File: config.mk
export PLATFORM = sky130hd
export DESIGN_NAME = quadrature_encoder_detent_reader_core
export DESIGN_NICKNAME = d
export VERILOG_FILES = /design/src/qedr_pkg.sv /design/src/qedr_step.sv /design/src/qedr_tracker.sv /design/src/quadrature_encoder_detent_reader_core.sv
export SDC_FILE = /design/constraint.sdc
export NUM_CORES = 1
export LEC_CHECK = 0
export ABC_AREA = 0
export BUFFER_PORTS_ARGS = -buffer_cell sky130_fd_sc_hd__buf_4
export CORE_MARGIN = 1.5
export CORE_UTILIZATION = 55
export CTS_CLUSTER_DIAMETER = 60
export DETAILED_ROUTE_END_ITERATION = 6
export PLACE_DENSITY = 0.81
export SLEW_MARGIN = 25
export SYNTH_ARGS = -nofsm -noshare
export SYNTH_HDL_FRONTEND = slang
export SYNTH_SLANG_ARGS = --single-unit
export TNS_END_PERCENT = 5
File: constraint.sdc
create_clock -name clk -period 9 [get_ports clk]
set_input_delay 1.8 -clock clk [delete_from_list [all_inputs] [get_ports clk]]
set_output_delay 1.8 -clock clk [all_outputs]
set_load 0.02 [all_outputs]
File: src/qedr_pkg.sv
// Shared types, codes and constants of the quadrature encoder detent reader.
package qedr_pkg;

  localparam int VAL_W   = 16;   // width of value fields on the ports
  localparam int ITEMS_W = 15;
  localparam int STEP_W  = 12;
  localparam int CNT_W   = 8;
  localparam int CFG_W   = 5;
  localparam int BIG_W   = STEP_W + CFG_W;
  localparam int CFG_IDX_W = 2;

  localparam int IN_TDATA_W  = 80;
  localparam int OUT_TDATA_W = 24;

  typedef enum logic [1:0] {
    OP_SAMPLE = 2'd0,
    OP_WRAP   = 2'd1,
    OP_CLAMP  = 2'd2,
    OP_FAST   = 2'd3
  } op_t;

  localparam logic [CFG_IDX_W-1:0] CFG_DETENT = 2'd0;
  localparam logic [CFG_IDX_W-1:0] CFG_FAST   = 2'd1;

  localparam logic [CFG_W-1:0] DETENT_RST = 5'd4;
  localparam logic [CFG_W-1:0] FAST_RST   = 5'd10;

  // Transition code {previous A,B, new A,B}: bit set = count up / count down.
  localparam logic [15:0] CW_MASK  = 16'b0010_1000_0001_0100; // 1011 1101 0100 0010
  localparam logic [15:0] CCW_MASK = 16'b0100_0001_1000_0010; // 1000 1110 0111 0001

  localparam logic signed [CNT_W-1:0] CNT_MAX = 8'sd127;
  localparam logic signed [CNT_W-1:0] CNT_MIN = -8'sd127;

  typedef struct packed {
    logic signed [VAL_W-1:0] value;
    logic                    clr;     // read consumed the count
  } step_res_t;

endpackage

File: src/qedr_step.sv
// Combinational read/step logic: wrap, clamp and fast/fine stepping.
module qedr_step #(
  parameter int VALUE_WIDTH = 16
) (
  input  qedr_pkg::op_t                              op,
  input  logic signed [qedr_pkg::VAL_W-1:0]          cur,
  input  logic [qedr_pkg::ITEMS_W-1:0]               items,
  input  logic [qedr_pkg::STEP_W-1:0]                step,
  input  logic [qedr_pkg::BIG_W-1:0]                 big,
  input  logic signed [qedr_pkg::VAL_W-1:0]          lo,
  input  logic signed [qedr_pkg::VAL_W-1:0]          hi,
  input  logic signed [qedr_pkg::CNT_W-1:0]          cnt,
  input  logic [qedr_pkg::CFG_W-1:0]                 det,
  output qedr_pkg::step_res_t                        res
);
  import qedr_pkg::*;

  localparam int SUM_W = BIG_W + 2;
  localparam int SAT_W = 34;
  localparam logic signed [SAT_W-1:0] SAT_HI = (34'sd1 <<< (VALUE_WIDTH - 1)) - 34'sd1;
  localparam logic signed [SAT_W-1:0] SAT_LO = -SAT_HI - 34'sd1;

  function automatic logic signed [VAL_W-1:0] clamp_lim(
    input logic signed [SUM_W-1:0] x,
    input logic signed [VAL_W-1:0] l,
    input logic signed [VAL_W-1:0] h
  );
    logic signed [SUM_W-1:0] lx;
    logic signed [SUM_W-1:0] hx;
    lx = SUM_W'(l);
    hx = SUM_W'(h);
    if (x < lx) return l;
    else if (x > hx) return h;
    else return x[VAL_W-1:0];
  endfunction

  logic signed [CNT_W:0]   cnt9;
  logic signed [CNT_W:0]   det9;
  logic                    ge_det;
  logic                    le_ndet;
  logic                    in_menu;
  logic [ITEMS_W-1:0]      c0;
  logic [ITEMS_W:0]        cp;
  logic [ITEMS_W-1:0]      wrap_up;
  logic [ITEMS_W-1:0]      wrap_dn;
  logic signed [SUM_W-1:0] cur_x;
  logic signed [SUM_W-1:0] step_x;
  logic signed [SUM_W-1:0] big_x;
  logic signed [VAL_W-1:0] pre;
  logic signed [SAT_W-1:0] pre_x;
  logic                    clr;

  assign cnt9    = (CNT_W+1)'(cnt);
  assign det9    = {{(CNT_W+1-CFG_W){1'b0}}, det};
  assign ge_det  = cnt9 >= det9;
  assign le_ndet = cnt9 <= -det9;

  // out-of-menu current is taken as zero before stepping
  assign in_menu = !cur[VAL_W-1] && (cur[ITEMS_W-1:0] < items);
  assign c0      = in_menu ? cur[ITEMS_W-1:0] : '0;
  assign cp      = {1'b0, c0} + (ITEMS_W+1)'(1);
  assign wrap_up = (cp >= {1'b0, items}) ? ITEMS_W'(cp - {1'b0, items}) : cp[ITEMS_W-1:0];
  assign wrap_dn = (c0 == '0) ? ITEMS_W'(items - ITEMS_W'(1)) : ITEMS_W'(c0 - ITEMS_W'(1));

  assign cur_x  = SUM_W'(cur);
  assign step_x = {{(SUM_W-STEP_W){1'b0}}, step};
  assign big_x  = {{(SUM_W-BIG_W){1'b0}}, big};

  always_comb begin
    pre = cur;
    clr = 1'b0;
    unique case (op)
      OP_SAMPLE: begin
        pre = '0;
      end
      OP_WRAP: begin
        if (ge_det || le_ndet) begin
          clr = 1'b1;
          if (items == '0) pre = '0;
          else if (ge_det) pre = VAL_W'({1'b0, wrap_up});
          else pre = VAL_W'({1'b0, wrap_dn});
        end
      end
      OP_CLAMP: begin
        if (ge_det) begin
          clr = 1'b1;
          pre = clamp_lim(cur_x + step_x, lo, hi);
        end else if (le_ndet) begin
          clr = 1'b1;
          pre = clamp_lim(cur_x - step_x, lo, hi);
        end
      end
      OP_FAST: begin
        clr = 1'b1;
        // a downward decision overrides an upward one
        if (le_ndet) pre = clamp_lim(cur_x - big_x, lo, hi);
        else if (cnt < 0) pre = clamp_lim(cur_x - step_x, lo, hi);
        else if (ge_det) pre = clamp_lim(cur_x + big_x, lo, hi);
        else if (cnt > 0) pre = clamp_lim(cur_x + step_x, lo, hi);
      end
      default: pre = '0;
    endcase
  end

  assign pre_x = SAT_W'(pre);

  always_comb begin
    res.clr = clr;
    if (pre_x > SAT_HI) res.value = VAL_W'(SAT_HI);
    else if (pre_x < SAT_LO) res.value = VAL_W'(SAT_LO);
    else res.value = pre;
  end

endmodule

File: src/qedr_tracker.sv
// Encoder state: last pin pair and saturating signed transition count.
module qedr_tracker (
  input  logic                               clk,
  input  logic                               rst_n,
  input  logic                               fire,
  input  qedr_pkg::op_t                      op,
  input  logic                               pin_a,
  input  logic                               pin_b,
  input  logic                               clr,
  output logic signed [qedr_pkg::CNT_W-1:0]  count,
  output logic signed [qedr_pkg::CNT_W-1:0]  count_nxt
);
  import qedr_pkg::*;

  logic [1:0]              last_pins_r;
  logic [1:0]              last_pins_nxt;
  logic signed [CNT_W-1:0] count_r;
  logic [3:0]              code;

  assign code = {last_pins_r, pin_a, pin_b};

  always_comb begin
    count_nxt     = count_r;
    last_pins_nxt = last_pins_r;
    if (op == OP_SAMPLE) begin
      last_pins_nxt = {pin_a, pin_b};
      if (CW_MASK[code] && count_r < CNT_MAX) count_nxt = count_r + 8'sd1;
      else if (CCW_MASK[code] && count_r > CNT_MIN) count_nxt = count_r - 8'sd1;
    end else if (clr) begin
      count_nxt = '0;
    end
  end

  always_ff @(posedge clk) begin
    if (!rst_n) begin
      last_pins_r <= '0;
      count_r     <= '0;
    end else if (fire) begin
      last_pins_r <= last_pins_nxt;
      count_r     <= count_nxt;
    end
  end

  assign count = count_r;

`ifndef SYNTHESIS
  a_pins_follow: assert property (@(posedge clk) disable iff (!rst_n)
    fire && op == OP_SAMPLE |=> last_pins_r == $past({pin_a, pin_b}))
    else $error("last pins not updated by sample");
  a_fast_clears: assert property (@(posedge clk) disable iff (!rst_n)
    fire && op == OP_FAST |=> count_r == '0)
    else $error("fast read left count nonzero");
  a_hold_idle: assert property (@(posedge clk) disable iff (!rst_n)
    !fire |=> $stable(count_r) && $stable(last_pins_r))
    else $error("state changed without an item");
`endif

endmodule

File: src/quadrature_encoder_detent_reader_core.sv
// Top level of the quadrature encoder detent reader: ports, registers, config.
//
//  channel | dir | handshake          | payload
//  in_     | in  | in_tvalid/tready   | tuser op, tdata pins/value/limits
//  out_    | out | out_tvalid/tready  | tdata new_value, count_now
//  cfg_    | in  | cfg_valid/ready    | cfg_index, cfg_data
//
// One item per cycle sustained while out_ accepts; each item passes the input
// register, then step logic and the encoder state into the result register.
// The transition count feedback closes within the step stage, so each item
// sees the count left by the one before it. Stalls on out_ back up through
// both registers. Reset (rst_n low, synchronous) clears the pipeline valids,
// the encoder state and restores the config defaults. cfg_ready is always high.
module quadrature_encoder_detent_reader_core #(
  parameter int VALUE_WIDTH = 16
) (
  input  logic                                 clk,
  input  logic                                 rst_n,
  input  logic                                 in_tvalid,
  output logic                                 in_tready,
  // [0] pin_a, [1] pin_b, [17:2] current_value, [32:18] item_count,
  // [44:33] step_size, [60:45] lower_limit, [76:61] upper_limit, [79:77] zero
  input  logic [qedr_pkg::IN_TDATA_W-1:0]      in_tdata,
  // [1:0] op
  input  logic [1:0]                           in_tuser,
  output logic                                 out_tvalid,
  input  logic                                 out_tready,
  // [15:0] new_value, [23:16] count_now
  output logic [qedr_pkg::OUT_TDATA_W-1:0]     out_tdata,
  input  logic                                 cfg_valid,
  output logic                                 cfg_ready,
  input  logic [qedr_pkg::CFG_IDX_W-1:0]       cfg_index,
  input  logic [qedr_pkg::CFG_W-1:0]           cfg_data
);
  import qedr_pkg::*;

  logic [CFG_W-1:0]        det_r;
  logic [CFG_W-1:0]        fast_r;

  logic                    s1_valid_r;
  op_t                     s1_op_r;
  logic                    s1_pin_a_r;
  logic                    s1_pin_b_r;
  logic signed [VAL_W-1:0] s1_cur_r;
  logic [ITEMS_W-1:0]      s1_items_r;
  logic [STEP_W-1:0]       s1_step_r;
  logic [BIG_W-1:0]        s1_big_r;
  logic signed [VAL_W-1:0] s1_lo_r;
  logic signed [VAL_W-1:0] s1_hi_r;

  logic                    out_valid_r;
  logic signed [VAL_W-1:0] out_value_r;
  logic signed [CNT_W-1:0] out_count_r;

  logic                    out_free;
  logic                    fire;
  logic                    in_fire;
  step_res_t               res;
  logic signed [CNT_W-1:0] count;
  logic signed [CNT_W-1:0] count_nxt;

  assign out_free  = !out_valid_r || out_tready;
  assign fire      = s1_valid_r && out_free;
  assign in_tready = !s1_valid_r || out_free;
  assign in_fire   = in_tvalid && in_tready;
  assign cfg_ready = 1'b1;

  always_ff @(posedge clk) begin
    if (!rst_n) begin
      det_r  <= DETENT_RST;
      fast_r <= FAST_RST;
    end else if (cfg_valid) begin
      if (cfg_index == CFG_DETENT) det_r <= cfg_data;
      else if (cfg_index == CFG_FAST) fast_r <= cfg_data;
    end
  end

  always_ff @(posedge clk) begin
    if (!rst_n) begin
      s1_valid_r <= 1'b0;
    end else if (in_tready) begin
      s1_valid_r <= in_tvalid;
    end
  end

  // the fast step product is formed on entry, keeping the multiply off the clamp path
  always_ff @(posedge clk) begin
    if (in_fire) begin
      s1_op_r    <= op_t'(in_tuser);
      s1_pin_a_r <= in_tdata[0];
      s1_pin_b_r <= in_tdata[1];
      s1_cur_r   <= in_tdata[17:2];
      s1_items_r <= in_tdata[32:18];
      s1_step_r  <= in_tdata[44:33];
      s1_big_r   <= BIG_W'(in_tdata[44:33]) * BIG_W'(fast_r);
      s1_lo_r    <= in_tdata[60:45];
      s1_hi_r    <= in_tdata[76:61];
    end
  end

  qedr_step #(
    .VALUE_WIDTH(VALUE_WIDTH)
  ) u_step (
    .op    (s1_op_r),
    .cur   (s1_cur_r),
    .items (s1_items_r),
    .step  (s1_step_r),
    .big   (s1_big_r),
    .lo    (s1_lo_r),
    .hi    (s1_hi_r),
    .cnt   (count),
    .det   (det_r),
    .res   (res)
  );

  qedr_tracker u_tracker (
    .clk       (clk),
    .rst_n     (rst_n),
    .fire      (fire),
    .op        (s1_op_r),
    .pin_a     (s1_pin_a_r),
    .pin_b     (s1_pin_b_r),
    .clr       (res.clr),
    .count     (count),
    .count_nxt (count_nxt)
  );

  always_ff @(posedge clk) begin
    if (!rst_n) begin
      out_valid_r <= 1'b0;
    end else if (out_free) begin
      out_valid_r <= s1_valid_r;
    end
  end

  always_ff @(posedge clk) begin
    if (fire) begin
      out_value_r <= res.value;
      out_count_r <= count_nxt;
    end
  end

  assign out_tvalid = out_valid_r;
  assign out_tdata  = {out_count_r, out_value_r};

endmodule
-- Word level (Yosys, flattened, before mapping)
Memory sizes are Yosys's and may differ from the RTL's.
Cells that the tools add are included.
- flip-flop bits (word level): 142
- latch bits: 0
- bits in writable memories: 0
- bits in read-only memories: 32
- input bits: 94
- word-level logic and storage cells: 105
- memories: 2
- memories (memory ; depth ; bits a word ; rd ports ; clocked after Yosys merged registers in ; wr ports ; RTL line ; source):
    (name not given) ; 16 ; 1 ; 1 ; 0 ; 0 ; qedr_tracker.sv:28 ; else if (CCW_MASK[code] && count_r > CNT_MIN) count_nxt = count_r - 8'sd1;
    (name not given) ; 16 ; 1 ; 1 ; 0 ; 0 ; qedr_tracker.sv:27 ; if (CW_MASK[code] && count_r < CNT_MAX) count_nxt = count_r + 8'sd1;
- $add $sub $neg: 11
- multipliers: 1
- divide/modulo/power cells: 0
- magnitude comparators: 19
- eq/ne operators: 4
- shift-type cells: 0
- mux-type cells: 32
- bitwise gates (word level): 1
- reduce and logical (&&, ||, !) cells: 18
- operators by type and width (kind ; count):
    two-way mux 16 bit ; 17
    case mux 16 bit (4 select lines) ; 1
    two-way mux 15 bit ; 4
    greater-than comparator 19 x 16 -> 1 bit ; 2
    less-than comparator 19 x 16 -> 1 bit ; 2
    greater-than comparator 17 x 16 -> 1 bit ; 2
    less-than comparator 17 x 16 -> 1 bit ; 2
    two-way mux 8 bit ; 4
    logical NOT 15 bit ; 2
    subtractor 15 x 1 -> 15 bit (second input constant) ; 2
    adder 16 x 18 -> 19 bit ; 1
    subtractor 16 x 18 -> 19 bit ; 1
    adder 16 x 13 -> 17 bit ; 1
    multiplier 12 x 5 -> 17 bit ; 1
    subtractor 16 x 13 -> 17 bit ; 1
    adder 15 x 1 -> 16 bit (second input constant) ; 1
    greater-or-equal comparator 16 x 15 -> 1 bit ; 1
    greater-than comparator 16 bit (second input constant) ; 1
    less-than comparator 16 bit (second input constant) ; 1
    less-than comparator 15 bit ; 1
    subtractor 15 bit ; 1
    <= comparator 8 x 9 -> 1 bit ; 1
    negation 5 -> 9 bit ; 1
    adder 8 x 2 -> 8 bit (second input constant) ; 1
    18 further kinds ; 34

-- Logic depth before layout (Yosys ltp)
- depth after elaboration: 12
- depth in mapped cells: 29
- depth with buffers taken out: 24

-- Cells and area by module
From an unflattened synthesis, not the netlist that was laid out.
- cell total of the unflattened synthesis: 2243
- area, all modules: 18846.8 µm²
- modules (own cells, without submodules) (module ; times used ; cells each ; area an instance (µm²) ; sequential area each (µm²)):
    qedr_step ; 1 ; 1719 ; 11885.1 ; 0.0
    quadrature_encoder_detent_reader_core ; 1 ; 395 ; 5977.0 ; 3843.7
    qedr_tracker ; 1 ; 129 ; 984.7 ; 200.2

-- Worst setup path before layout
Ideal clock, no wire load.
- path kind: input to register
- start point: input port in_tdata[33] (netlist name)
- end point: register s1_big_r[16], data pin
- setup time: 0.258 ns
- data arrival time: 5.459 ns
- data required time: 8.742 ns
- slack: 3.283 ns
- stages: 16
- path buffers: 0
- cell sequence: nand2_1 > fa_1 > fa_1 > fa_1 > inv_1 > ha_1 > a21o_1 > a21oi_1 > o21bai_1 > a21oi_1 > o21bai_1 > a41o_1 > o41ai_1 > o21bai_1 > a21oi_1 > xnor2_1
- cells in the longest elaborated chain, start to end: 1
- ends and longest elaborated chain (what ; RTL line ; source):
    start: declaration ; quadrature_encoder_detent_reader_core.sv:23 ; input logic [qedr_pkg::IN_TDATA_W-1:0] in_tdata,
    multiplier 12 x 5 -> 17 bit ; quadrature_encoder_detent_reader_core.sv:95 ; s1_big_r <= BIG_W'(in_tdata[44:33]) * BIG_W'(fast_r);
    end signal: assignment ; quadrature_encoder_detent_reader_core.sv:95 ;
    end: declaration ; quadrature_encoder_detent_reader_core.sv:47 ; logic [BIG_W-1:0] s1_big_r;
No other way between the ends.
A chain may end at the register's enable or synchronous reset.

-- Worst setup path in the final report
- start point: register s1_cur_r[5]
- end point: register out_value_r[5], data pin
- cells in the longest elaborated chain, start to end: 12
- elaborated cells between the ends (all ways): 43
- ends and longest elaborated chain (what ; RTL line ; source):
    start: declaration ; quadrature_encoder_detent_reader_core.sv:44 ; logic signed [VAL_W-1:0] s1_cur_r;
    start signal: assignment ; quadrature_encoder_detent_reader_core.sv:92 ; s1_cur_r <= in_tdata[17:2];
    less-than comparator 15 bit ; qedr_step.sv:59 ; assign in_menu = !cur[VAL_W-1] && (cur[ITEMS_W-1:0] < items);
    logical AND 1 bit ; qedr_step.sv:59 ;
    two-way mux 15 bit ; qedr_step.sv:60 ; assign c0 = in_menu ? cur[ITEMS_W-1:0] : '0;
    adder 15 x 1 -> 16 bit ; qedr_step.sv:61 ; assign cp = {1'b0, c0} + (ITEMS_W+1)'(1);
    subtractor 15 bit / greater-or-equal comparator 16 x 15 -> 1 bit (equally long branches) ; qedr_step.sv:62 ; assign wrap_up = (cp >= {1'b0, items}) ? ITEMS_W'(cp - {1'b0, items}) : cp[ITEMS_W-1:0];
    two-way mux 15 bit ; qedr_step.sv:62 ;
    two-way mux 15 bit ; qedr_step.sv:80 ; else if (ge_det) pre = VAL_W'({1'b0, wrap_up});
    two-way mux 16 bit ; qedr_step.sv:79 ; if (items == '0) pre = '0;
    two-way mux 16 bit ; qedr_step.sv:77 ; if (ge_det || le_ndet) begin
    case mux 16 bit (4 select lines) * ; qedr_step.sv:72 ; unique case (op)
    less-than comparator 16 bit ; qedr_step.sv:110 ; else if (pre_x < SAT_LO) res.value = VAL_W'(SAT_LO);
    two-way mux 16 bit ; qedr_step.sv:110 ;
    end signal: assignment ; quadrature_encoder_detent_reader_core.sv:138 ; out_value_r <= res.value;
    end: declaration ; quadrature_encoder_detent_reader_core.sv:52 ; logic signed [VAL_W-1:0] out_value_r;
Mark *: on every way between the ends. The rest lies on a longest branch, timed or not.

==> flow_metrics.py <==
metrics = {
    "sta": {
        "slew_violations": 0,
        "fmaxAchievable_mhz": 136,
        "fin_skew_ns": 0.0168,
        "final.setup.tns_ns": 0,
        "layout_min_cycle_time_ns": 7.33,
        "rsz0062_at_grt": "no",
        "finalSetupViolCount": 0,
        "period_share": 0.815,
        "max-slew-margin-rel": 0.268,
        "max_slew.worst_pin.slew_ns": 1.10,
        "hold_violations": 0,
    },
    "yosys": {
        "yosysTopAreaCell": "edfxtp_1",
        "synth-adder-area-share": 0.229,
        "synthMuxAreaShare": 0.0361,
        "synthSimpleGateAreaFrac": 0.185,
        "synth_seq_area_share": 0.223,
        "ys_ff_latch": 142,
        "synthTopCellsByArea": "edfxtp_1 20%, ha_1 19%, a21oi_1 4.4%",
        "synth_fp_nets": 2576,
        "avgSynthCellArea_um2": 8.34,
        "synth_xor_area_frac": 0.0474,
        "syn_inst": 2172,
        "synth_compound_area_frac": 0.224,
        "synth_cell_type_count": 91,
        "synth_top_area_share": 0.199,
        "netlist_area_mm2": 0.0181,
        "synthArstFlopShare": 0,
        "ys_warn_count": 0,
        "synth_edf_count": 120,
        "synth_top_family_by_area": "adder cells",
        "ys.flop_type": "edfxtp_1",
    },
    "routing": {
        "drtAntennaViolNets": 0,
        "met1Wirelength_um": 25100,
        "num_vias": 17729,
        "met2WireLength_um": 25700,
        "routed_wl_um": 60200,
        "drt-vias-per-instance": 6.57,
        "top_layer": "met5",
        "wire_per_inst_um": 22.3,
        "drt-initial-drc-count": 2157,
        "drc": 1,
        "dr_wl_met3_um": 6060,
        "dr.pass1.iters": 7,
    },
    "place": {
        "dp.cells": 2668,
        "port_buffers": 116,
        "dp_hpwl_um": 47300,
        "place.gp.congestion": 1.06,
    },
    "cts": {
        "cts_buffers": 17,
        "postCtsResizedCells": 0,
        "hold_buffers": 0,
        "post_cts_buffers": 0,
        "cts_buffer_depth": 2,
        "cts_sinks": 142,
        "cts_tree": "yes",
        "h-tree-depth": 4,
        "clkSlewWorstSetupHoldPaths_ns": 0.07,
        "clock_latency_ns": 0.46,
        "cts-root-buf": "clkbuf_16",
    },
    "finish": {
        "fin_cells": 2700,
        "nets": 2649,
        "final_common_cell": "ha_1",
        "fin_util": 0.617,
        "n_antenna_cell": 0,
        "drive_gt1_frac": 0.106,
        "layout_common_cells": "275 x ha_1, 211 x nor2_1, 176 x nand2_1",
        "area_growth_syn_to_layout_pct": 10.6,
    },
    "floorplan": {
        "die_h_um": 184,
        "fp.dieW_um": 184,
        "rows": 66,
        "core_mm2": 0.0325,
        "die_area_mm2": 0.0340,
        "ios": 121,
        "initial_core_util": 0.558,
    },
    "run_status": {
        "violations": "design-rule violations",
        "status": "finished with violations",
    },
    "grt": {
        "grt_pass1_vias": 16577,
        "grt_pass1_wl_um": 91700,
        "grt_max_degree": 68,
        "grt-ovfl-total": 0,
        "antenna_found_initial": 1,
        "grt_use_total": 0.355,
    },
    "job": {
        "drv_cap": 0,
    },
    "setup_path": {
        "endpoint_kind": "flip-flop",
        "criticalPathCategory": "reg -> reg",
        "critPathArrivalTime_ns": 7.49,
        "startpoint_type": "flip-flop",
        "cp_data_required_time_ns": 9.16,
        "crit_fanout": 25,
    },
    "hold_path": {
        "hold_path.class": "reg -> reg",
    },
    "power_and_ir_drop": {
        "p_per_area_mw_per_mm2": 190,
        "peakVddDrop_mv": 0.159,
        "p_leak_nw": 8.81,
        "power_mw": 3.80,
    },
}
[per-layer routing]
metal,track usage,vias up
met5,0,-
met4,0.193,2
met3,0.0567,182
met2,0.539,1066
met1,0.484,8342
li1,-,8137
[per-stage QoR]
stage                     area (um2)  hold WS [ns]  worst slack (ns)
after floorplan                18100         0.446              3.28
after global placement         19400         0.456              1.78
after detailed placement       19400         0.471              1.85
after CTS                      20000         0.489              1.80
after global routing           20000         0.515              1.35
final                          20000         0.485              1.67
[worst max-delay path, cell delays in order (launching register included)]
cell	delay (ns)
edfxtp_1	0.84
ha_1	0.43
a211oi_2	0.22
nor2_1	0.11
nor4_4	0.42
a21o_2	0.52
nand2_1	0.19
inv_1	0.10
ha_1	0.20
and2_1	0.28
nand2_1	0.10
xor2_1	0.17
nor2_1	0.07
ha_1	0.23
or4_1	0.51
o21ai_0	0.09
a31o_2	0.17
o211a_1	0.24
a2111oi_0	0.13
and3b_1	0.89
nor2_1	0.11
a21oi_1	0.22
a211oi_1	0.13
or4_1	0.63
[state kept, by name, indices dropped and copies added (netlist names)]
signal                 flops
s1_step_r                 12
s1_cur_r                  16
s1_lo_r                   16
u_tracker.last_pins_r      2
s1_valid_r                 1
s1_big_r                  17
fast_r                     5
out_tvalid                 1
s1_pin_a_r                 1
det_r                      5
s1_items_r                15
u_tracker.count            8
s1_op_r                    2
s1_pin_b_r                 1
out_count_r                8
out_value_r               16
s1_hi_r                   16
[area by class of cell]
class | instances | area (um2)
well taps | 442 | 553
clock buffers | 17 | 425
clock inverters | 15 | 168
repair buffers | 146 | 1090
inverters | 168 | 631
flip-flops and latches | 142 | 4040
multi-input cells | 1770 | 13100
fillers | 2783 | 12400
[logic make-up (layout without fill, tap and decap cells)]
group	Yosys count	count (layout)
other cells	1	1
xor+xnor	98	98
mux	63	63
compound gates	607	607
simple gates	691	691
flops	142	142
buf+inv	260	346
fa+ha+maj	310	310
[synth_stat cells (37+ instances only)]
cell type / count
clkbuf_1: 73
inv_1: 165
ha_1: 275
o21ai_0: 124
nor3_1: 41
nand3_1: 58
and2_1: 37
a21oi_1: 160
nand2_1: 176
nor2_1: 213
xnor2_1: 67
edfxtp_1: 120
mux2i_1: 44
[report_power, final]
group,leakage (nW),internal [mW],total (mW),switching (mW)
clock network,0.292,0.396,0.735,0.339
registers,1.35,0.789,0.860,0.0713
logic,7.17,0.843,2.20,1.36
total,8.81,2.03,3.80,1.77
[worst paths after layout]
path                                  from                        to  slack (ns)  cells past startpoint
setup / recovery               s1_cur_r[5]            out_value_r[5]        1.67                     23
setup reg to reg               s1_cur_r[5]            out_value_r[5]        1.67                     23
hold reg to reg   u_tracker.last_pins_r[1]  u_tracker.last_pins_r[1]        0.48                      2
hold / removal    u_tracker.last_pins_r[1]  u_tracker.last_pins_r[1]        0.48                      2
Note: power is estimated with default switching activity, not from simulation.
